--- config.mk ---
export PLATFORM = sky130hd
export DESIGN_NAME = jlsp_datapath
export DESIGN_NICKNAME = d
export VERILOG_FILES = /design/src/rtl/jerk_limited_step_profile_core_macros.svh /design/src/rtl/jlsp_pkg.sv /design/src/rtl/jlsp_datapath.sv
export SDC_FILE = /design/constraint.sdc
export NUM_CORES = 2
export LEC_CHECK = 0
export ABC_AREA = 1
export BUFFER_PORTS_ARGS = -buffer_cell sky130_fd_sc_hd__buf_2
export CAP_MARGIN = 20
export CORE_UTILIZATION = 40
export CTS_BUF_LIST = sky130_fd_sc_hd__clkbuf_2
export DETAILED_ROUTE_END_ITERATION = 16
export HOLD_SLACK_MARGIN = 0.08
export PLACE_DENSITY = 0.53
export SLEW_MARGIN = 0
export SYNTH_ARGS = -nofsm -noshare
export SYNTH_HDL_FRONTEND = slang
export SYNTH_SLANG_ARGS = --single-unit
--- constraint.sdc ---
create_clock -name clk_i -period 15.43 [get_ports clk_i]
set_input_delay 0.7715 -clock clk_i [delete_from_list [all_inputs] [get_ports clk_i]]
set_output_delay 0.7715 -clock clk_i [all_outputs]
set_load 0.05 [all_outputs]
--- src/rtl/jerk_limited_step_profile_core_macros.svh ---
// Assertion macros for the jerk-limited step profile core.
`ifndef JERK_LIMITED_STEP_PROFILE_CORE_MACROS_SVH
`define JERK_LIMITED_STEP_PROFILE_CORE_MACROS_SVH
`ifndef ASSERT_OFF
`define JLSP_ASSERT(lbl, prop, msg) \
  lbl: assert property (@(posedge clk_i) disable iff (!rst_ni) prop) else $error(msg);
`define JLSP_ASSERT_NEVER(lbl, cond, msg) \
  lbl: assert property (@(posedge clk_i) disable iff (!rst_ni) !(cond)) else $error(msg);
`else
`define JLSP_ASSERT(lbl, prop, msg)
`define JLSP_ASSERT_NEVER(lbl, cond, msg)
`endif
`endif

--- src/rtl/jlsp_pkg.sv ---
// Package with types and constants of the jerk-limited step profile core.
`timescale 1ns / 1ps
package jlsp_pkg;
  localparam int STEP_COUNT_BITS = 24;
  localparam int POSITION_BITS = 32;
  localparam int RAMP_BITS = STEP_COUNT_BITS + 16;
  localparam int SHORT_MOVE_LIMIT = 2000;
  localparam logic [31:0] PERIOD_NUMERATOR = 32'd2867200000;
  localparam logic [19:0] PERIOD_MAX = 20'hFFFFF;

  localparam logic [31:0] RST_MIN_SPEED = 32'd409600;
  localparam logic [31:0] RST_MAX_SPEED = 32'd4096000;
  localparam logic [31:0] RST_MAX_JERK = 32'd409600000;
  localparam logic [31:0] RST_MAX_ACCEL = 32'd40960000;
  localparam logic [15:0] RST_LONG_RATIO = 16'd16384;
  localparam logic [15:0] RST_SHORT_RATIO = 16'd32768;

  localparam logic [2:0] CFG_MIN_SPEED = 3'd0;
  localparam logic [2:0] CFG_MAX_SPEED = 3'd1;
  localparam logic [2:0] CFG_MAX_JERK = 3'd2;
  localparam logic [2:0] CFG_MAX_ACCEL = 3'd3;
  localparam logic [2:0] CFG_LONG_RATIO = 3'd4;
  localparam logic [2:0] CFG_SHORT_RATIO = 3'd5;

  localparam logic REQ_START = 1'b0;
  localparam logic REQ_STEP = 1'b1;

  typedef enum logic [2:0] {
    ST_IDLE,
    ST_DIV,
    ST_MULJ,
    ST_ACC,
    ST_MULA,
    ST_SPD,
    ST_DONE
  } state_e;

  typedef struct packed {
    logic accept_start;
    logic accept_idle;
    logic accept_run;
    logic div_step;
    logic take_period;
    logic mul_jerk;
    logic acc_upd;
    logic mul_acc;
    logic spd_upd;
    logic load_out;
  } cmd_t;

  typedef struct packed {
    logic move_active;
    logic div_last;
  } stat_t;
endpackage

--- src/rtl/jlsp_datapath.sv ---
// Datapath of the jerk-limited step profile core: registers, divider, multiplier.
`timescale 1ns / 1ps
module jlsp_datapath import jlsp_pkg::*; (
  input  logic               clk_i,
  input  logic               rst_ni,
  input  cmd_t               cmd_i,
  output stat_t              stat_o,
  input  logic               cfg_we_i,
  input  logic [2:0]         cfg_index_i,
  input  logic [31:0]        cfg_data_i,
  input  logic [23:0]        step_count_i,
  input  logic               move_direction_i,
  input  logic [31:0]        time_step_frac_i,
  output logic [19:0]        step_period_us_o,
  output logic               dir_pin_level_o,
  output logic signed [31:0] step_position_o,
  output logic               last_step_o,
  output logic               status_o
);
  logic [31:0] min_speed_q, max_speed_q, max_jerk_q, max_accel_q;
  logic [15:0] long_ratio_q, short_ratio_q;

  logic [POSITION_BITS-1:0]   position_q;
  logic [STEP_COUNT_BITS-1:0] index_q, total_q;
  logic [RAMP_BITS-1:0]       ramp_q;
  logic [31:0]                accel_q, speed_q, dt_q;
  logic                       dir_q, active_q;

  logic [31:0] rem_q, quo_q, divisor_q, mul_q;
  logic [4:0]  cnt_q;
  logic [19:0] res_period_q;
  logic        res_last_q, res_status_q;
  logic [19:0] out_period_q;
  logic        out_dir_q, out_last_q, out_status_q;
  logic [31:0] out_pos_q;

  logic [STEP_COUNT_BITS-1:0] n_in, index_next;
  logic [15:0]                ratio;
  logic [32:0]                trial;
  logic                       ge;
  logic [RAMP_BITS-1:0]       i16, n16;
  logic [RAMP_BITS:0]         i17, n17_less_ramp;
  logic                       ph_up, ph_down, use_up;
  logic [32:0]                acc_sum, spd_sum;
  logic [31:0]                acc_new, spd_new;
  logic [63:0]                product;

  assign n_in  = STEP_COUNT_BITS'(step_count_i);
  assign ratio = (n_in < STEP_COUNT_BITS'(SHORT_MOVE_LIMIT)) ? short_ratio_q : long_ratio_q;

  assign trial = {rem_q, PERIOD_NUMERATOR[5'd31 - cnt_q]};
  assign ge    = (trial >= {1'b0, divisor_q});

  assign i16 = {index_q, 16'b0};
  assign n16 = {total_q, 16'b0};
  assign i17 = {index_q, 17'b0};
  assign n17_less_ramp = {total_q, 17'b0} - {1'b0, ramp_q};
  assign ph_up   = (i16 < ramp_q);
  assign ph_down = (({1'b0, i16} + {1'b0, ramp_q}) >= {1'b0, n16});
  assign use_up  = ph_up ? (i17 < {1'b0, ramp_q}) : (i17 < n17_less_ramp);

  assign product = 64'(cmd_i.mul_jerk ? max_jerk_q : accel_q) * 64'(dt_q);
  assign index_next = index_q + 1'b1;

  always_comb begin
    acc_sum = {1'b0, accel_q} + {1'b0, mul_q};
    spd_sum = {1'b0, speed_q} + {1'b0, mul_q};
    if (use_up) begin
      acc_new = (acc_sum > {1'b0, max_accel_q}) ? max_accel_q : acc_sum[31:0];
    end else begin
      acc_new = (accel_q > mul_q) ? accel_q - mul_q : 32'd0;
    end
    if (ph_up) begin
      spd_new = (spd_sum > {1'b0, max_speed_q}) ? max_speed_q : spd_sum[31:0];
    end else if ((speed_q < mul_q) || ((speed_q - mul_q) < min_speed_q)) begin
      spd_new = min_speed_q;
    end else begin
      spd_new = speed_q - mul_q;
    end
  end

  always_ff @(posedge clk_i or negedge rst_ni) begin
    if (!rst_ni) begin
      min_speed_q   <= RST_MIN_SPEED;
      max_speed_q   <= RST_MAX_SPEED;
      max_jerk_q    <= RST_MAX_JERK;
      max_accel_q   <= RST_MAX_ACCEL;
      long_ratio_q  <= RST_LONG_RATIO;
      short_ratio_q <= RST_SHORT_RATIO;
      position_q    <= '0;
      index_q       <= '0;
      total_q       <= '0;
      ramp_q        <= '0;
      accel_q       <= '0;
      speed_q       <= RST_MIN_SPEED;
      dt_q          <= '0;
      dir_q         <= 1'b0;
      active_q      <= 1'b0;
    end else begin
      if (cfg_we_i) begin
        unique case (cfg_index_i)
          CFG_MIN_SPEED:   min_speed_q   <= cfg_data_i;
          CFG_MAX_SPEED:   max_speed_q   <= cfg_data_i;
          CFG_MAX_JERK:    max_jerk_q    <= cfg_data_i;
          CFG_MAX_ACCEL:   max_accel_q   <= cfg_data_i;
          CFG_LONG_RATIO:  long_ratio_q  <= cfg_data_i[15:0];
          CFG_SHORT_RATIO: short_ratio_q <= cfg_data_i[15:0];
          default: ;
        endcase
      end
      if (cmd_i.accept_start) begin
        total_q  <= n_in;
        dir_q    <= move_direction_i;
        dt_q     <= time_step_frac_i;
        ramp_q   <= RAMP_BITS'(n_in) * RAMP_BITS'(ratio);
        index_q  <= '0;
        accel_q  <= '0;
        speed_q  <= min_speed_q;
        active_q <= (n_in != '0);
      end
      if (cmd_i.acc_upd && (ph_up || ph_down)) accel_q <= acc_new;
      if (cmd_i.spd_upd) begin
        if (ph_up || ph_down) speed_q <= spd_new;
        position_q <= dir_q ? position_q + 1'b1 : position_q - 1'b1;
        index_q    <= index_next;
        if (index_next == total_q) active_q <= 1'b0;
      end
    end
  end

  always_ff @(posedge clk_i) begin
    if (cmd_i.accept_run) begin
      rem_q     <= '0;
      quo_q     <= '0;
      cnt_q     <= '0;
      divisor_q <= speed_q;
    end
    if (cmd_i.div_step) begin
      rem_q <= ge ? 32'(trial - {1'b0, divisor_q}) : trial[31:0];
      quo_q <= {quo_q[30:0], ge};
      cnt_q <= cnt_q + 1'b1;
    end
    if (cmd_i.mul_jerk || cmd_i.mul_acc) mul_q <= product[63:32];
    if (cmd_i.take_period) begin
      res_period_q <= (quo_q > 32'(PERIOD_MAX)) ? PERIOD_MAX : quo_q[19:0];
    end
    if (cmd_i.accept_start || cmd_i.accept_idle) begin
      res_period_q <= '0;
      res_last_q   <= 1'b0;
      res_status_q <= cmd_i.accept_idle;
    end
    if (cmd_i.spd_upd) begin
      res_last_q   <= (index_next == total_q);
      res_status_q <= 1'b0;
    end
    if (cmd_i.load_out) begin
      out_period_q <= res_period_q;
      out_dir_q    <= ~dir_q;
      out_pos_q    <= 32'(position_q);
      out_last_q   <= res_last_q;
      out_status_q <= res_status_q;
    end
  end

  assign stat_o.move_active = active_q;
  assign stat_o.div_last    = (cnt_q == 5'd31);

  assign step_period_us_o = out_period_q;
  assign dir_pin_level_o  = out_dir_q;
  assign step_position_o  = out_pos_q;
  assign last_step_o      = out_last_q;
  assign status_o         = out_status_q;
endmodule

# ---- Word-level counts from Yosys, hierarchy flattened
# Memory sizes are Yosys's and may differ from the RTL's.
# Cells that the tools add are included.
dict set report totals {
  register_bits 588
  mem_bits_ro 32
  in_bits 105
  output_inout_bits 57
  word_cells 111
  memories 1
}
# memory words width rd rd_ports_with_merged_regs write_ports line_no
set memory_table {}
lappend memory_table {{(no name shown)} 32 1 1 0 0 jlsp_datapath.sv:51} ;# assign trial = {rem_q, PERIOD_NUMERATOR[5'd31 - cnt_q]};
dict set report classes {
  n_addsub 12
  n_mul 2
  magnitude_cmp 13
  n_eq_ne 7
  mux 30
  bitwise_logic 1
  reduce_logical 17
}
# operator count
set op_table {}
lappend op_table {{$mux W32} 17}
lappend op_table {{$sub A32 B32 Y32} 3}
lappend op_table {{$add A32 B32 Y33} 2}
lappend op_table {{$gt A33 B32 Y1} 2}
lappend op_table {{$lt A32 B32 Y1} 2}
lappend op_table {{$mul A32 B32 Y64} 1}
lappend op_table {{$mux W24} 2}
lappend op_table {{$add A40 B40 Y41} 1}
lappend op_table {{$ge A41 B40 Y1} 1}
lappend op_table {{$lt A41 B40 Y1} 1}
lappend op_table {{$lt A41 B41 Y1} 1}
lappend op_table {{$sub A41 B40 Y41} 1}
lappend op_table {{$lt A40 B40 Y1} 1}
lappend op_table {{$mul A24 B16 Y40} 1}
lappend op_table {{$ge A33 B32 Y1} 1}
lappend op_table {{$add A32 B1 Y32 const B} 1}
lappend op_table {{$gt A32 B20 Y1 const B} 1}
lappend op_table {{$gt A32 B32 Y1} 1}
lappend op_table {{$sub A32 B1 Y32 const B} 1}
lappend op_table {{$add A24 B1 Y24 const B} 1}
lappend op_table {{$eq A24 B24 Y1} 1}
lappend op_table {{$lt A24 B11 Y1 const B} 1}
lappend op_table {{$reduce_bool A24 Y1} 1}
lappend op_table {{$mux W20} 1}
lappend op_table {{16 further kinds} 36}

# ---- Depth between registers and ports, before layout
dict set report depth {
  ltp_word 7
  ltp_mapped 37
  mapped_depth_nobuf 35
}

# ---- Worst setup path after synthesis
# Ideal clock, no wire load.
dict set report synth_path {
  path_type {in2reg}
  startpoint {input cmd_i[4] in the netlist's numbering}
  endpoint {register mul_q[25], data pin}
  setup_ns 0.259
  t_arrival_ns 7.515
  required_time_ns 15.171
  path_slack_ns 7.656
  path_stages 31
  cell_sequence {buf_2 -> inv_2 -> clkbuf_1 -> or2_2 -> nand2_1 -> inv_2 -> clkbuf_1 -> nand2_1 -> fa_1 -> inv_1 -> fa_1 -> fa_1 -> inv_1 -> fa_1 -> fa_1 -> fa_1 -> inv_1 -> fa_1 -> inv_1 -> fa_1 -> inv_1 -> ha_1 -> a21oi_1 -> inv_1 -> a31oi_1 -> inv_1 -> a21oi_1 -> o21ai_0 -> a221oi_1 -> nand2_1 -> xor2_1}
}
dict set report synth_via {
  elab_chain_len 2
}
# element line_no
set synth_lines {}
lappend synth_lines {{from (decl)} jlsp_datapath.sv:6} ;# input cmd_t cmd_i,
lappend synth_lines {{$mux W32} jlsp_datapath.sv:62} ;# assign product = 64'(cmd_i.mul_jerk ? max_jerk_q : accel_q) * 64'(dt_q);
lappend synth_lines {{$mul A32 B32 Y64} jlsp_datapath.sv:62}
lappend synth_lines {{net product[57]} jlsp_datapath.sv:46} ;# logic [63:0] product;
lappend synth_lines {{to (signal assigned)} jlsp_datapath.sv:143} ;# if (cmd_i.mul_jerk || cmd_i.mul_acc) mul_q <= product[63:32];
lappend synth_lines {{to (decl)} jlsp_datapath.sv:29} ;# logic [31:0] rem_q, quo_q, divisor_q, mul_q;
# The timed path passes the listed nets, and every way through them passes these cells.
# A chain may end at the register's enable or synchronous reset.

# ---- Worst setup path in the final report
dict set report layout_path {
  startpoint {register max_jerk_q[12]}
  endpoint {register mul_q[28], data pin}
}
dict set report layout_via {
  elab_chain_len 2
}
# element line_no
set layout_lines {}
lappend layout_lines {{from (decl)} jlsp_datapath.sv:20} ;# logic [31:0] min_speed_q, max_speed_q, max_jerk_q, max_accel_q;
lappend layout_lines {{from (signal assigned)} jlsp_datapath.sv:104} ;# CFG_MAX_JERK: max_jerk_q <= cfg_data_i;
lappend layout_lines {{$mux W32} jlsp_datapath.sv:62}
lappend layout_lines {{$mul A32 B32 Y64} jlsp_datapath.sv:62}
lappend layout_lines {{net product[60]} jlsp_datapath.sv:46}
# The timed path passes the listed nets, and every way through them passes these cells.

==> Flow_metrics.wiki <==
{| class="wikitable"
! Metric !! Value
|-
| Largest stage delay on the critical path || 1.08 ns
|-
| Max Transition Viols Final || 0
|-
| # port buffers || 161
|-
| Antenna-violating nets left || 0
|-
| Met3 global-route usage || 0.0464
|-
| Worst setup path category || reg2reg
|-
| Worst-path clk slew || 0.11 ns
|-
| Setup repair after global routing missed its margin || false
|-
| Clk sink count || 588
|-
| Worst min-delay path endpoint || total_q[23]
|-
| Root cell of the clock tree || sky130_fd_sc_hd__clkbuf_2
|-
| Hold path startpoint || step_count_i[23]
|-
| Maximum operating frequency || 109 MHz
|-
| Most Used Layer, Global Route || met2
|-
| Number of register bits inferred by synthesis || 588
|-
| Run status || complete, no violations
|-
| Number of vias in the routed layout || 78.8k
|-
| Avg Synthesized Cell Area || 7.70 um2
|-
| Hold Path Cell Cnt || 5
|-
| Area of the die || 0.224 mm2
|-
| Via count of the first global-routing pass || 80.0k
|-
| Routability cong. || 1.01
|-
| Worst slack on hold paths || 0.260 ns
|-
| Dpl hpwl || 268000 um
|-
| Largest cells by area after synthesis || sky130_fd_sc_hd__fa_1, sky130_fd_sc_hd__ha_1, sky130_fd_sc_hd__nand2_1, sky130_fd_sc_hd__inv_1, sky130_fd_sc_hd__dfrtp_1
|-
| Count of buffers added by post-CTS timing repair for setup || 0
|-
| Rel. slew slack || 0.214
|-
| Worst path most repeated cell || sky130_fd_sc_hd__fa_1
|-
| Die outline height || 473 um
|-
| Crit path required time || 16.91 ns
|-
| Met1 routing resource usage after global routing || 0.406
|-
| Flip-flop and latch area || 0.0156 mm2
|-
| Final worst path period share || 0.595
|-
| Routed length per instance || 22.6 um
|-
| Post-synth top area share || 0.272
|-
| Clock buffer count from CTS || 175
|-
| Number of hold-slack violations in the final timing report || 0
|-
| Mapped Nets || 13.7k
|-
| Synth Instances || 11.6k
|-
| Maximum number of pins on one net before global-route repair || 116
|-
| Placement Rows || 172
|-
| Buffers plus inverters on the worst setup path || 4
|-
| Final routed wirelength across all metal layers || 339000 um
|-
| Count of fill cells added during filler insertion || 22.8k
|-
| Total global routing overflow || 0
|-
| Most frequent cells after synthesis || sky130_fd_sc_hd__nand2_1, sky130_fd_sc_hd__inv_1, sky130_fd_sc_hd__fa_1, sky130_fd_sc_hd__nor2_1, sky130_fd_sc_hd__ha_1
|-
| Capturing element type of the critical path || register
|-
| Setup_tns || 0 ns
|-
| Post-synth cell types || 68
|-
| Area growth from synthesis to final layout || 9.19%
|-
| First-pass GRT wire length || 507000 um
|-
| DRC marker count from the first detailed-route iteration || 6408
|-
| FF-to-FF Start || max_jerk_q[12]
|-
| Capture point of the worst reg-to-reg path || mul_q[28]
|-
| Class of the most critical hold timing path || in2reg
|-
| Count leader, synth || sky130_fd_sc_hd__nand2_1
|-
| Clk_lat worst skew || 1.81 ns
|-
| Final setup fails || 0
|-
| Primary flip-flop cell chosen by synthesis mapping || sky130_fd_sc_hd__dfrtp_1
|-
| Ys async rst share || 0.643
|-
| Global routing usage summed across all routing layers || 0.304
|-
| Levels on crit path || 24
|-
| Number of synthesized flops with an enable pin || 189
|-
| Largest area contributor in the synthesized netlist || sky130_fd_sc_hd__fa_1
|-
| CTS H-tree depth || 4
|-
| Number of top-level pins || 162
|-
| TritonCTS clock tree || yes
|-
| Worst R2R Setup Slack || 6.26 ns
|-
| Critical Path Fanout Max || 18
|-
| Nets@finish || 14.0k
|-
| Fraction of final layout cells sized beyond drive strength 1 || 0.0657
|-
| Starting utilization of the core area || 0.403
|-
| Kind of start point of the critical path || register
|-
| Area occupied by multi-input gates || 0.0625 mm2
|-
| Arrival @ worst endpoint || 10.66 ns
|-
| Total standard cell area after synthesis || 0.0889 mm2
|-
| Core area || 0.220 mm2
|-
| Avg Vias per Cell || 5.26
|-
| Kind of cell adding the most delay to the critical path || adder cells
|-
| Horizontal extent of the die || 473 um
|-
| Global routing usage on met2 || 0.491
|-
| Worst setup skew after layout || 0.215 ns
|-
| Count of warnings emitted by yosys || 0
|-
| Min cycle time layout || 9.17 ns
|-
| First drt pass iteration count || 6
|-
| Transition time at the pin with the least slew margin || 1.18 ns
|-
| Cell breakdown of the critical path || or2_2 > nand2_1 > clkinv_1 > nand2_1 > fa_1 > fa_1 > fa_1 > fa_1 > fa_1 > inv_1 > fa_1 > fa_1 > inv_1 > fa_1 > inv_1 > ha_1 > a21oi_1 > o21a_1 > o21ai_0 > a21oi_1 > nand2_1 > a21oi_1 > o21ai_0 > xor2_1
|-
| Post-CTS sizing || 0
|-
| Sequential area share after synthesis || 0.175
|-
| Slowest CP cell || sky130_fd_sc_hd__clkinv_1
|-
| Number of violations of the max-capacitance limit || 0
|-
| Number of antenna violations at the first check in global routing || 23
|-
| Worst reg-to-reg path cell count || 24
|-
| Deepest clock path buffer count || 3
|-
| DRC violation count after routing || 0
|}
[final cells by class]
| cell class | instances | area share |
|---|---|---|
| multi-input combinational | 8130 | 0.644 |
| sequential | 588 | 0.161 |
| tap | 2958 | 0.0381 |
| clock inverter | 69 | 0.00431 |
| clock buffer | 260 | 0.0134 |
| inverter | 2413 | 0.0933 |
| antenna | 14 | 0.000361 |
| timing repair buffer | 539 | 0.0460 |
[metal layers]
| layer | up-vias | routed length [um] |
|---|---|---|
| met5 | - | 68 |
| met4 | 10 | 14600 |
| met3 | 625 | 22900 |
| met2 | 3009 | 156000 |
| met1 | 39000 | 146000 |
| li1 | 36200 | - |
[cell usage in the layout (no fill, tap or decap), types with 192 or more instances in the layout]
master                          synthesis  final
sky130_fd_sc_hd__o21ai_0              560    560
sky130_fd_sc_hd__dlygate4sd3_1          0    267
sky130_fd_sc_hd__nand3_1              411    409
sky130_fd_sc_hd__ha_1                 803    803
sky130_fd_sc_hd__clkbuf_2               5    260
sky130_fd_sc_hd__dfrtp_1              353    349
sky130_fd_sc_hd__nand2_1             2470   2468
sky130_fd_sc_hd__a21oi_1              499    499
sky130_fd_sc_hd__xor2_1               192    192
sky130_fd_sc_hd__fa_1                1208   1208
sky130_fd_sc_hd__inv_1               2362   2361
sky130_fd_sc_hd__nor2_1              1181   1181
[cell families after synthesis]
kind of cell / synth area share
compound gates: 0.0903
xor+xnor: 0.0249
fa+ha+maj: 0.385
buf+inv: 0.122
flops: 0.175
simple gates: 0.202
[flip-flops by register name, summed over array words and instances, names as in the netlist, 20 cells and up]
register / count
speed_q: 32
position_q: 32
max_jerk_q: 32
accel_q: 32
max_speed_q: 32
index_q: 24
rem_q: 32
step_position_o: 32
divisor_q: 32
mul_q: 32
ramp_q: 40
res_period_q: 20
min_speed_q: 32
max_accel_q: 32
total_q: 24
step_period_us_o: 20
quo_q: 32
dt_q: 32
[how the worst max path moves through the flow]
stage / from / to / slack (ns)
after global routing: max_jerk_q[12] / mul_q[28] / 6.01
after floorplan: cmd_i[4] / mul_q[25] / 7.66
after global placement: cmd_i[4] / mul_q[28] / 5.40
after detailed placement: cmd_i[4] / mul_q[28] / 5.31
final: max_jerk_q[12] / mul_q[28] / 6.26
after CTS: max_jerk_q[12] / mul_q[28] / 6.35
[metrics by stage]
step | util | setup WS, ns | cell area [um2] | std cells
after global routing | 0.440 | 6.01 | 97100 | 15000
after detailed placement | 0.420 | 5.31 | 92500 | 14400
after global placement | 0.420 | 5.40 | 92500 | 14400
final | 0.440 | 6.26 | 97100 | 15000
after CTS | 0.440 | 6.35 | 96900 | 15000
after floorplan | - | 7.66 | 88900 | 11600
[worst register-to-register path, stage by stage, from the launching register on]
cell and delay [ns]:
sky130_fd_sc_hd__dfrtp_1 0.48, sky130_fd_sc_hd__or2_2 0.34, sky130_fd_sc_hd__nand2_1 0.51, sky130_fd_sc_hd__clkinv_1 1.09, sky130_fd_sc_hd__nand2_1 0.38, sky130_fd_sc_hd__fa_1 0.46
sky130_fd_sc_hd__fa_1 0.50, sky130_fd_sc_hd__fa_1 0.58, sky130_fd_sc_hd__fa_1 0.44, sky130_fd_sc_hd__fa_1 0.49, sky130_fd_sc_hd__inv_1 0.05, sky130_fd_sc_hd__fa_1 0.47
sky130_fd_sc_hd__fa_1 0.49, sky130_fd_sc_hd__inv_1 0.06, sky130_fd_sc_hd__fa_1 0.58, sky130_fd_sc_hd__inv_1 0.07, sky130_fd_sc_hd__ha_1 0.38, sky130_fd_sc_hd__a21oi_1 0.25
sky130_fd_sc_hd__o21a_1 0.21, sky130_fd_sc_hd__o21ai_0 0.11, sky130_fd_sc_hd__a21oi_1 0.12, sky130_fd_sc_hd__nand2_1 0.17, sky130_fd_sc_hd__a21oi_1 0.36, sky130_fd_sc_hd__o21ai_0 0.16
sky130_fd_sc_hd__xor2_1 0.16
[repair_timing]
action,4_1_cts,5_1_grt
endpoints found under the setup margin,0,0
hold buffers,269,0
hold endpoints to repair,856,0
Power is not shown: default switching activity piles up to over one toggle a cycle in this logic, so the estimate is an artifact.
