--- src/rtl/jerk_limited_step_profile_core_macros.svh ---
// Assertion macros for the jerk-limited step profile core.
`ifndef JERK_LIMITED_STEP_PROFILE_CORE_MACROS_SVH
`define JERK_LIMITED_STEP_PROFILE_CORE_MACROS_SVH
`ifndef ASSERT_OFF
`define JLSP_ASSERT(lbl, prop, msg) \
  lbl: assert property (@(posedge clk_i) disable iff (!rst_ni) prop) else $error(msg);
`define JLSP_ASSERT_NEVER(lbl, cond, msg) \
  lbl: assert property (@(posedge clk_i) disable iff (!rst_ni) !(cond)) else $error(msg);
`else
`define JLSP_ASSERT(lbl, prop, msg)
`define JLSP_ASSERT_NEVER(lbl, cond, msg)
`endif
`endif

--- src/rtl/jlsp_pkg.sv ---
// Package with types and constants of the jerk-limited step profile core.
`timescale 1ns / 1ps
package jlsp_pkg;
  localparam int STEP_COUNT_BITS = 24;
  localparam int POSITION_BITS = 32;
  localparam int RAMP_BITS = STEP_COUNT_BITS + 16;
  localparam int SHORT_MOVE_LIMIT = 2000;
  localparam logic [31:0] PERIOD_NUMERATOR = 32'd2867200000;
  localparam logic [19:0] PERIOD_MAX = 20'hFFFFF;

  localparam logic [31:0] RST_MIN_SPEED = 32'd409600;
  localparam logic [31:0] RST_MAX_SPEED = 32'd4096000;
  localparam logic [31:0] RST_MAX_JERK = 32'd409600000;
  localparam logic [31:0] RST_MAX_ACCEL = 32'd40960000;
  localparam logic [15:0] RST_LONG_RATIO = 16'd16384;
  localparam logic [15:0] RST_SHORT_RATIO = 16'd32768;

  localparam logic [2:0] CFG_MIN_SPEED = 3'd0;
  localparam logic [2:0] CFG_MAX_SPEED = 3'd1;
  localparam logic [2:0] CFG_MAX_JERK = 3'd2;
  localparam logic [2:0] CFG_MAX_ACCEL = 3'd3;
  localparam logic [2:0] CFG_LONG_RATIO = 3'd4;
  localparam logic [2:0] CFG_SHORT_RATIO = 3'd5;

  localparam logic REQ_START = 1'b0;
  localparam logic REQ_STEP = 1'b1;

  typedef enum logic [2:0] {
    ST_IDLE,
    ST_DIV,
    ST_MULJ,
    ST_ACC,
    ST_MULA,
    ST_SPD,
    ST_DONE
  } state_e;

  typedef struct packed {
    logic accept_start;
    logic accept_idle;
    logic accept_run;
    logic div_step;
    logic take_period;
    logic mul_jerk;
    logic acc_upd;
    logic mul_acc;
    logic spd_upd;
    logic load_out;
  } cmd_t;

  typedef struct packed {
    logic move_active;
    logic div_last;
  } stat_t;
endpackage

--- src/rtl/jlsp_ctrl.sv ---
// Controller state machine of the jerk-limited step profile core.
`timescale 1ns / 1ps
module jlsp_ctrl import jlsp_pkg::*; (
  input  logic  clk_i,
  input  logic  rst_ni,
  input  logic  in_valid_i,
  output logic  in_ready_o,
  input  logic  req_type_i,
  output logic  out_valid_o,
  input  logic  out_ready_i,
  input  stat_t stat_i,
  output cmd_t  cmd_o
);
  state_e state_q, state_d;
  logic   out_valid_q, out_valid_d;

  always_ff @(posedge clk_i or negedge rst_ni) begin
    if (!rst_ni) begin
      state_q     <= ST_IDLE;
      out_valid_q <= 1'b0;
    end else begin
      state_q     <= state_d;
      out_valid_q <= out_valid_d;
    end
  end

  always_comb begin
    state_d     = state_q;
    cmd_o       = '0;
    out_valid_d = out_valid_q && !out_ready_i;
    unique case (state_q)
      ST_IDLE: begin
        if (in_valid_i) begin
          if (req_type_i == REQ_START) begin
            cmd_o.accept_start = 1'b1;
            state_d = ST_DONE;
          end else if (stat_i.move_active) begin
            cmd_o.accept_run = 1'b1;
            state_d = ST_DIV;
          end else begin
            cmd_o.accept_idle = 1'b1;
            state_d = ST_DONE;
          end
        end
      end
      ST_DIV: begin
        cmd_o.div_step = 1'b1;
        if (stat_i.div_last) state_d = ST_MULJ;
      end
      ST_MULJ: begin
        cmd_o.take_period = 1'b1;
        cmd_o.mul_jerk = 1'b1;
        state_d = ST_ACC;
      end
      ST_ACC: begin
        cmd_o.acc_upd = 1'b1;
        state_d = ST_MULA;
      end
      ST_MULA: begin
        cmd_o.mul_acc = 1'b1;
        state_d = ST_SPD;
      end
      ST_SPD: begin
        cmd_o.spd_upd = 1'b1;
        state_d = ST_DONE;
      end
      ST_DONE: begin
        if (!out_valid_q || out_ready_i) begin
          cmd_o.load_out = 1'b1;
          out_valid_d = 1'b1;
          state_d = ST_IDLE;
        end
      end
      default: state_d = ST_IDLE;
    endcase
  end

  assign in_ready_o  = (state_q == ST_IDLE);
  assign out_valid_o = out_valid_q;
endmodule

--- config.mk ---
export PLATFORM = sky130hd
export DESIGN_NAME = jlsp_ctrl
export DESIGN_NICKNAME = d
export VERILOG_FILES = /design/src/rtl/jerk_limited_step_profile_core_macros.svh /design/src/rtl/jlsp_pkg.sv /design/src/rtl/jlsp_ctrl.sv
export SDC_FILE = /design/constraint.sdc
export NUM_CORES = 1
export LEC_CHECK = 0
export BUFFER_PORTS_ARGS = -buffer_cell sky130_fd_sc_hd__buf_4
export CAP_MARGIN = 20
export CORE_AREA = 2 2 39 41
export DETAILED_ROUTE_END_ITERATION = 8
export DIE_AREA = 0 0 41 43
export PLACE_DENSITY = 0.49
export SYNTH_ARGS = -nofsm -noshare
export SYNTH_HDL_FRONTEND = slang
export SYNTH_SLANG_ARGS = --single-unit
--- constraint.sdc ---
create_clock -name clk_i -period 1.3 [get_ports clk_i]
set_input_delay 0.065 -clock clk_i [delete_from_list [all_inputs] [get_ports clk_i]]
set_output_delay 0.065 -clock clk_i [all_outputs]
set_load 0.1 [all_outputs]
Yosys cells after proc, flatten, opt, wreduce, memory -nomap -nowiden:

Cells that the tools add are included.

* reduce and logical (&&, ||, !) cells: 6
* eq/ne operators: 9
* mux-type cells: 21

Operators by type and width (count)
* $mux 3: 7
* $pmux 3 s7: 1
* $mux 1: 11
* $eq 3x3->1 const B: 3
* $eq 3x2->1 const B: 2
* $ne 2x2->1 const B: 3
* $mux 2: 2
* $eq 3x1->1 const B: 1
* $logic_not 3->1: 1
* $reduce_and 3->1: 1
* $logic_not 1->1: 2
* $logic_and 1x1->1: 1
* $logic_or 1x1->1: 1

* output and inout bits: 12
* bits of input ports: 7
* bits in registers: 4

Logic depth before layout (Yosys ltp):

Gate-level depths: netlist of the first run.

* depth after elaboration: 4
* gate-level depth with buffers: 4

Worst setup path before layout of the first run:

No wires, ideal clock.

* path kind: register -> output
* start: reg state_q[0]
* end: out cmd_o[5] (netlist bit)
* slack: -2140 ps
* arrival time: 3375 ps
* required time: 1235 ps
* cell stages (with the launch flop): 4
* path buffers: 2
* cells stage by stage: dfrtp_1 > buf_6 > nor3b_1 > buf_4

RTL lines
* start, declared: RTL line jlsp_ctrl.sv:14 `state_e state_q, state_d;`
* start signal, assigned: RTL line jlsp_ctrl.sv:22 `state_q <= state_d;`
* end, declared: RTL line jlsp_ctrl.sv:12 `output cmd_t cmd_o`

==> results of run 1 <==
cells by family (layout without fill, tap and decap cells):
family | count (synthesis) | count (layout) | synth area share (%)
and+or+nand+nor | 25 | 25 | 45.3
buffers and inverters | 3 | 35 | 7.35
AOI/OAI and AO/OA | 6 | 6 | 14.7
DFF | 4 | 4 | 32.7
area by class of cell:
cell class / count / area, um^2
Fill cell: 123 / 579
Clock buffer: 4 / 26.3
Timing Repair Buffer: 30 / 384
Sequential cell: 4 / 105
Inverter: 1 / 3.75
Tap cell: 16 / 20.0
Multi-Input combinational cell: 31 / 265
worst max-delay path by stage:
stage | start | endpoint | slack [ns] | cells after the start
2_1_floorplan | state_q[2] | cmd_o[8] | -1.16 | 3
3_3_place_gp | state_q[0] | cmd_o[0] | -0.02 | 4
3_5_place_dp | state_q[0] | cmd_o[0] | -0.0008 | 4
4_1_cts | state_q[0] | cmd_o[8] | -0.18 | 4
5_1_grt | state_q[0] | cmd_o[8] | -0.24 | 4
6_report | state_q[0] | cmd_o[8] | -0.17 | 4
flip-flops by register name, indices dropped and copies added (netlist names):
| register | cells |
|---|---|
| state_q | 3 |
| out_valid_o | 1 |
per-layer routing:
metal | GRT usage (%) | vias to the layer above
li1 | - | 196
met1 | 16.5 | 172
met2 | 25.3 | 16
met3 | 6.81 | 2
met4 | 4.67 | 0
met5 | 0 | -
Yosys cell counts, drive strengths merged:
master / count / area (um^2)
o21ai: 2 / 10.0
or2: 2 / 12.5
a22o: 1 / 8.76
nor2: 7 / 26.3
nor2b: 1 / 6.26
buf: 2 / 18.8
nand2b: 3 / 18.8
a21boi: 1 / 7.51
nand2: 6 / 22.5
and3: 1 / 7.51
inv: 1 / 3.75
a311oi: 1 / 8.76
nor3b: 2 / 20.0
dfrtp: 4 / 100
a221o: 1 / 10.0
nor4bb: 1 / 10.0
nand3: 1 / 5.00
nor3: 1 / 10.0
critical path, cell delays in order (launching register included):
cell and delay [ns]:
sky130_fd_sc_hd__dfrtp_2 0.43, sky130_fd_sc_hd__nor3_4 0.21, sky130_fd_sc_hd__nand2_2 0.11, sky130_fd_sc_hd__nor3b_4 0.22, sky130_fd_sc_hd__buf_12 0.20
stage by stage:
step                      std cells  util, %  setup WS [ns]
after floorplan                  38        -          -1.16
after global placement           77     38.9        -0.0243
after detailed placement         77     38.9      -0.000778
after CTS                        85     54.8         -0.175
after global routing             86     58.1         -0.236
final                            86     58.1         -0.172
repair_timing:
action | in CTS | in global routing
endpoints found under the setup margin | 12 | 12
hold endpoints to repair | 4 | 0
hold buffers | 1 | 0
resized for setup | 38 | 11
setup buffers | 3 | 1
pin swaps | 6 | 6
==> impl_metrics.py, run 1 <==
metrics = {
    "run_status": {
        "outcome": "finished, violations left",
        "violations": "negative setup slack",
    },
    "global_routing": {
        "via_count_of_the_first_global_routing_pass": 424,
        "grt_first_pass_wirelength_um": 1810,
        "maximum_number_of_pins_on_one_net_before_global_route_repair": 9,
        "antenna_found_initial": 0,
        "grt.total_usage_pct": 15.3,
        "globalRoute.totalOverflow": 0,
    },
    "setup_path": {
        "r2r-end": "state_q[1]",
        "crit_path_end_kind": "output pin",
        "criticalPathCategory": "flip-flop to output pin",
        "ff2ff_setup_slack_ns": -0.01,
        "critical_path_peak_fanout": 3,
        "rr_worst_depth": 4,
        "arrival_time_worst_endpoint_ns": 1.41,
        "worstReg2RegStart": "state_q[2]",
        "critical_path.startpoint_type": "flip-flop",
        "worst-endpoint-required_ns": 1.24,
    },
    "cells_and_area": {
        "drive_above_1_share_pct": 72.9,
        "diodes": 0,
        "final_cell_mix": "sky130_fd_sc_hd__buf_4 (13), sky130_fd_sc_hd__buf_12 (11), sky130_fd_sc_hd__nand2_1 (5), sky130_fd_sc_hd__buf_6 (5), sky130_fd_sc_hd__dfrtp_2 (4)",
        "finish.instance_area_um2": 805,
        "area.growth.synth_to_final_pct": 162,
        "num-nets-final": 78,
        "mostFrequentLayoutCell": "sky130_fd_sc_hd__buf_4",
    },
    "drt": {
        "routed.top_layer": "met4",
        "num_vias": 386,
        "detail_route.wirelength.met1_um": 393,
        "drtPass1Iterations": 4,
        "final_antenna_net_count": 0,
        "dr_wl_met3_um": 75,
        "route.detailed.wl_per_inst_um": 12.6,
        "drt_drc_violations_left": 0,
        "postRouteWirelength_um": 1080,
        "met2_length_um": 592,
        "routed_via_density": 4.49,
        "starting_drc_count_in_detailed_routing": 8,
    },
    "timing": {
        "worst_slew_pin_slew_ns": 0.366,
        "final_hold_viol_count": 0,
        "worst_clock_skew_ns": 0.0124,
        "setup_repair_after_global_routing_missed_its_margin": "true",
        "fin_setup_tns_ns": -0.924,
        "fin_hold_ws_ns": 0.134,
        "timing.final.crit_period_ns": 1.47,
        "worst_slack_ns": -0.172,
        "setup_violations": 10,
        "timing.final.crit_share_pct": 113,
        "slew_viols_final": 0,
        "fmax_mhz": 679,
        "slew_headroom_pct": 75.3,
    },
    "clock_network": {
        "tritoncts.num_buffers": 3,
        "cts.root.buffer_cell": "sky130_fd_sc_hd__clkbuf_4",
        "worst_skew_pair.late_latency_ns": 0.24,
        "clk_transition_reported_paths_ns": 0.05,
        "htreeDepth": 1,
        "tritoncts_clock_tree": "done",
        "cts_sinks": 4,
        "cts.path.max_buffers": 2,
    },
    "synthesis": {
        "syn-mean-instance-area_um2": 8.07,
        "yosys_register_bits": 4,
        "netlist_instances": 38,
        "synth_seq_area_share_pct": 32.7,
        "yosysWarnings": 0,
        "syn_area_um2": 307,
        "synthesized_net_count": 45,
        "synthDistinctLibCells": 20,
    },
    "die": {
        "start_util_pct": 22.2,
        "die_y_um": 43,
        "io_pins": 19,
        "placement_rows": 14,
        "horizontal_die_dimension_um": 41,
        "die_area_um2": 1760,
        "core-area_um2": 1380,
    },
    "worst_hold_path": {
        "worstHoldStart": "out_ready_i",
        "cell_depth_of_the_worst_hold_path": 3,
        "whs_endpoint": "out_valid_o",
        "hold_path.class": "input pin to flip-flop",
    },
    "placed_design": {
        "post_dp_cell_area_um2": 538,
        "post_dp_hpwl_um": 723,
        "gpl.final_weighted_congestion": 0.748,
        "numPortBuffers": 18,
    },
    "job": {
        "timing.max_cap.violations": 0,
    },
}
Power of run 1 is not shown: default switching activity piles up to over one toggle a cycle in this logic, so the estimate is an artifact.
==> inputs of run 2 (changes only) <==
==> constraint.sdc (replaced) <==
create_clock -name clk_i -period 1.6 [get_ports clk_i]
set_input_delay 0.32 -clock clk_i [delete_from_list [all_inputs] [get_ports clk_i]]
set_output_delay 0.32 -clock clk_i [all_outputs]
set_load 0.1 [all_outputs]
==> impl_metrics.py, run 2 (synthesis results as in run 1) <==
metrics = {
    "drt": {
        "route.detailed.wl_per_inst_um": 11.6,
        "routed_via_density": 4.48,
        "postRouteWirelength_um": 990,
        "final_antenna_net_count": 0,
        "num_vias": 381,
        "starting_drc_count_in_detailed_routing": 2,
        "drt_drc_violations_left": 0,
        "drtPass1Iterations": 2,
    },
    "timing": {
        "fmax_mhz": 576,
        "fin_hold_ws_ns": 0.406,
        "worst_slack_ns": -0.136,
        "slew_viols_final": 0,
        "worst_slew_pin_slew_ns": 0.273,
        "setup_violations": 7,
        "timing.final.crit_share_pct": 109,
        "setup_repair_after_global_routing_missed_its_margin": "true",
        "final_hold_viol_count": 0,
        "timing.final.crit_period_ns": 1.74,
        "worst_clock_skew_ns": 0.00153,
        "slew_headroom_pct": 81.6,
    },
    "worst_hold_path": {
        "hold_path.class": "input pin to flip-flop",
    },
    "cells_and_area": {
        "area.growth.synth_to_final_pct": 158,
        "fillerInstances": 122,
        "final_cell_mix": "sky130_fd_sc_hd__buf_4 (16), sky130_fd_sc_hd__buf_12 (10), sky130_fd_sc_hd__nand2_1 (5)",
        "mostFrequentLayoutCell": "sky130_fd_sc_hd__buf_4",
        "diodes": 0,
        "largest_reg_flops": 3,
        "drive_above_1_share_pct": 73.9,
        "max_flop_register": "state_q",
        "finish.instance_area_um2": 792,
        "num-nets-final": 78,
    },
    "global_routing": {
        "grt.total_usage_pct": 13.9,
        "globalRoute.totalOverflow": 0,
        "maximum_number_of_pins_on_one_net_before_global_route_repair": 8,
        "busiest_layer": "met2",
        "grt_first_pass_wirelength_um": 1630,
        "use_met1_pct": 15.5,
        "antenna_found_initial": 0,
        "grt_use_met2_pct": 21.9,
        "groute.layer.met3.usage_pct": 7.33,
        "via_count_of_the_first_global_routing_pass": 404,
    },
    "setup_path": {
        "crit_path_end_kind": "output pin",
        "arrival_time_worst_endpoint_ns": 1.42,
        "critical_path.startpoint_type": "flip-flop",
        "critical_path_peak_fanout": 4,
        "worst-endpoint-required_ns": 1.28,
        "ff2ff_setup_slack_ns": 0.30,
        "criticalPathCategory": "flip-flop to output pin",
    },
    "clock_network": {
        "clk_transition_reported_paths_ns": 0.04,
        "cts.path.max_buffers": 2,
        "cts_sinks": 4,
        "tritoncts.num_buffers": 3,
        "tritoncts_clock_tree": "done",
        "htreeDepth": 1,
        "worst_skew_pair.late_latency_ns": 0.23,
        "cts.root.buffer_cell": "sky130_fd_sc_hd__clkbuf_4",
    },
    "placed_design": {
        "numPortBuffers": 18,
        "post_dp_cell_area_um2": 538,
        "gpl.final_weighted_congestion": 0.724,
        "place_worst_setup_slack_ns": 0.0347,
        "post_dp_hpwl_um": 740,
    },
    "die": {
        "die_y_um": 43,
        "die_area_um2": 1760,
        "core-area_um2": 1380,
        "io_pins": 19,
        "horizontal_die_dimension_um": 41,
        "placement_rows": 14,
        "start_util_pct": 22.2,
    },
    "run_status": {
        "outcome": "finished, violations left",
        "violations": "negative setup slack",
    },
    "job": {
        "timing.max_cap.violations": 0,
    },
}
## run 2: final cells by class
class | instances | area, um^2 | share of cell area (%)
clock buffers | 3 | 22.5 | 2.84
inverters | 1 | 3.75 | 0.474
multi-input cells | 31 | 277 | 34.9
flip-flops and latches | 4 | 105 | 13.3
well taps | 16 | 20.0 | 2.53
repair buffers | 30 | 364 | 46.0
## run 2: worst paths after layout
path | start | end | cells past startpoint
worst max-delay path | state_q[1] | cmd_o[8] | 4
worst min-delay path | out_ready_i | out_valid_o | 3
worst max register to register | state_q[2] | state_q[1] | 4
worst min register to register | out_valid_o | out_valid_o | 2
max in group asynchronous | rst_ni | state_q[2] | 2
min in group asynchronous | rst_ni | out_valid_o | 2
## run 2: per-stage QoR
step / util, % / TNS (ns) / cells
floorplan: - / -6.50 / 38
global placement: 38.9 / 0 / 77
detailed placement: 38.9 / 0 / 77
CTS: 49.4 / -0.979 / 83
global route: 57.2 / -0.959 / 85
finish: 57.2 / -0.488 / 85
## run 2: metal layers
metal,routed length [um],part of all wire (%)
met4,0,0
met2,533,54
met5,0,0
met3,63,6.4
met1,394,40
## run 2: timing repair
action,in CTS,in global routing
setup endpoints to repair,11,11
hold buffers,1,0
pin swaps,1,3
gates cloned,0,0
resized for setup,24,23
endpoints found under the hold margin,4,0
setup buffers,2,4
## run 2: critical path, cell delays in order (launching register included)
cell                      delay (ns)
sky130_fd_sc_hd__dfrtp_2        0.44
sky130_fd_sc_hd__nor3_4         0.23
sky130_fd_sc_hd__nand2_4        0.10
sky130_fd_sc_hd__nor3b_4        0.22
sky130_fd_sc_hd__buf_12         0.20
Power of run 2 is left out for the same reason.
==> inputs of run 3 (changes only) <==
--- a/config.mk
+++ b/config.mk
@@ -10,7 +10,7 @@
 export CORE_AREA = 2 2 39 41
 export DETAILED_ROUTE_END_ITERATION = 8
 export DIE_AREA = 0 0 41 43
-export PLACE_DENSITY = 0.49
+export PLACE_DENSITY = 0.51
 export SYNTH_ARGS = -nofsm -noshare
 export SYNTH_HDL_FRONTEND = slang
 export SYNTH_SLANG_ARGS = --single-unit
==> constraint.sdc (replaced) <==
create_clock -name clk_i -period 1.4 [get_ports clk_i]
set_input_delay 0.28 -clock clk_i [delete_from_list [all_inputs] [get_ports clk_i]]
set_output_delay 0.28 -clock clk_i [all_outputs]
set_load 0.005 [all_outputs]
==> impl_metrics.py, run 3 (synthesis results as in run 1) <==
metrics = {
    "cells_and_area": {
        "final_cell_mix": "sky130_fd_sc_hd__buf_4 (23), sky130_fd_sc_hd__nand2_1 (6), sky130_fd_sc_hd__nor2_1 (5)",
        "num-nets-final": 74,
        "mostFrequentLayoutCell": "sky130_fd_sc_hd__buf_4",
        "area.growth.synth_to_final_pct": 82.4,
        "instances_no_fill": 81,
        "max_flop_register": "state_q",
        "diodes": 0,
        "largest_reg_flops": 3,
        "drive_above_1_share_pct": 55.4,
        "fillerInstances": 139,
    },
    "drt": {
        "drtPass1Iterations": 4,
        "postRouteWirelength_um": 879,
        "starting_drc_count_in_detailed_routing": 5,
        "route.detailed.wl_per_inst_um": 10.9,
        "num_vias": 351,
        "drt_drc_violations_left": 0,
        "final_antenna_net_count": 0,
        "routed_via_density": 4.33,
    },
    "timing": {
        "slew_headroom_pct": 71.4,
        "slew_viols_final": 0,
        "setup_violations": 10,
        "worst_slack_ns": -0.157,
        "setup_repair_after_global_routing_missed_its_margin": "true",
        "fin_setup_tns_ns": -1.09,
        "worst_slew_pin_slew_ns": 0.428,
        "worst_clock_skew_ns": 0.000524,
        "timing.final.crit_period_ns": 1.56,
        "fmax_mhz": 642,
        "final_hold_viol_count": 0,
        "timing.final.crit_share_pct": 111,
    },
    "die": {
        "die_area_um2": 1760,
        "core-area_um2": 1380,
        "io_pins": 19,
        "die_y_um": 43,
        "start_util_pct": 22.2,
        "placement_rows": 14,
        "horizontal_die_dimension_um": 41,
    },
    "global_routing": {
        "via_count_of_the_first_global_routing_pass": 332,
        "grt.total_usage_pct": 11.6,
        "antenna_found_initial": 0,
        "grt_first_pass_wirelength_um": 1390,
        "maximum_number_of_pins_on_one_net_before_global_route_repair": 8,
        "globalRoute.totalOverflow": 0,
    },
    "power": {
        "static-leakage-power_nw": 0.280,
        "vdd_ir_drop_max_uv": 782,
        "cellPowerDensity_nw_per_um2": 2040,
    },
    "setup_path": {
        "criticalPathCategory": "flip-flop to output pin",
        "critical_path_peak_fanout": 4,
        "crit_path_end_kind": "output pin",
        "worst-endpoint-required_ns": 1.12,
        "critical_path.startpoint_type": "flip-flop",
        "critical_path.cell_chain": "nor3_2, nand2_1, nor3b_2, buf_4",
        "critical_path_max_stage_delay_ns": 0.40,
        "arrival_time_worst_endpoint_ns": 1.28,
        "critical_path.slowest_cell": "sky130_fd_sc_hd__dfrtp_1",
    },
    "clock_network": {
        "tritoncts_clock_tree": "done",
        "clk_transition_reported_paths_ns": 0.04,
        "cts.root.buffer_cell": "sky130_fd_sc_hd__clkbuf_4",
        "cts_sinks": 4,
        "worst_skew_pair.late_latency_ns": 0.23,
        "cts.path.max_buffers": 2,
        "tritoncts.num_buffers": 3,
        "htreeDepth": 1,
    },
    "worst_hold_path": {
        "hold_path.class": "input pin to flip-flop",
    },
    "run_status": {
        "outcome": "finished, violations left",
        "violations": "negative setup slack",
    },
    "placed_design": {
        "post_dp_hpwl_um": 659,
        "gpl.final_weighted_congestion": 0.735,
        "numPortBuffers": 18,
        "placed_cells": 75,
    },
    "job": {
        "timing.max_cap.violations": 0,
    },
}
[run 3: routing by layer]
metal / up-vias / wire, um / GRT usage, %
li1: 185 / - / -
met1: 153 / 433 / 15.4
met2: 13 / 394 / 16.6
met3: 0 / 51 / 4.71
met4: 0 / 0 / 4.00
met5: - / 0 / 0
[run 3: stage by stage]
step | hold WS, ns | setup slack, ns | utilization (%) | cell area [um^2] | total power, mW
after floorplan | -0.0156 | 0.142 | - | 307 | 0.561
after global placement | 0.0785 | 0.0678 | 34.7 | 480 | 0.874
after detailed placement | 0.0783 | 0.0703 | 34.7 | 480 | 0.866
after CTS | 0.341 | -0.174 | 39.5 | 547 | 1.11
after global routing | 0.378 | -0.210 | 40.4 | 559 | 1.24
final | 0.353 | -0.157 | 40.4 | 559 | 1.14
[run 3: worst max-delay path: cells and delay by family (launching register included)]
kind	cells	cell delay (ns)
buf+inv	1	0.13
flops	1	0.40
simple gates	3	0.51
[run 3: area by class of cell]
cell class / instances / area [um^2] / area share, %
clock buffer: 3 / 22.5 / 4.03
tap: 16 / 20.0 / 3.58
multi-input combinational: 31 / 208 / 37.1
sequential: 4 / 100 / 17.9
inverter: 1 / 3.75 / 0.671
timing repair buffer: 26 / 205 / 36.7
[run 3: timing repair]
action / in CTS / in global routing
resized for setup: 4 / 3
endpoints found under the hold margin: 4 / 0
hold buffers: 1 / 0
setup endpoints to repair: 10 / 12
buffers inserted: 3 / 0
pin swaps: 1 / 2
[run 3: report_power, final]
group          switching (mW)  total [mW]  internal, mW
sequential             0.0602       0.232         0.172
clock                  0.0458       0.142        0.0958
combinational           0.325       0.765         0.440
[run 3: final timing paths]
path,start,end,slack (ns),cells after the start
worst min-delay path,out_ready_i,out_valid_o,0.35,3
max in group asynchronous,rst_ni,out_valid_o,0.92,2
worst max-delay path,state_q[2],cmd_o[8],-0.16,4
worst max register to register,state_q[2],state_q[2],0.11,6
min in group asynchronous,rst_ni,state_q[2],0.38,2
worst min register to register,out_valid_o,out_valid_o,0.56,2
(Power assumes the default switching activity.)
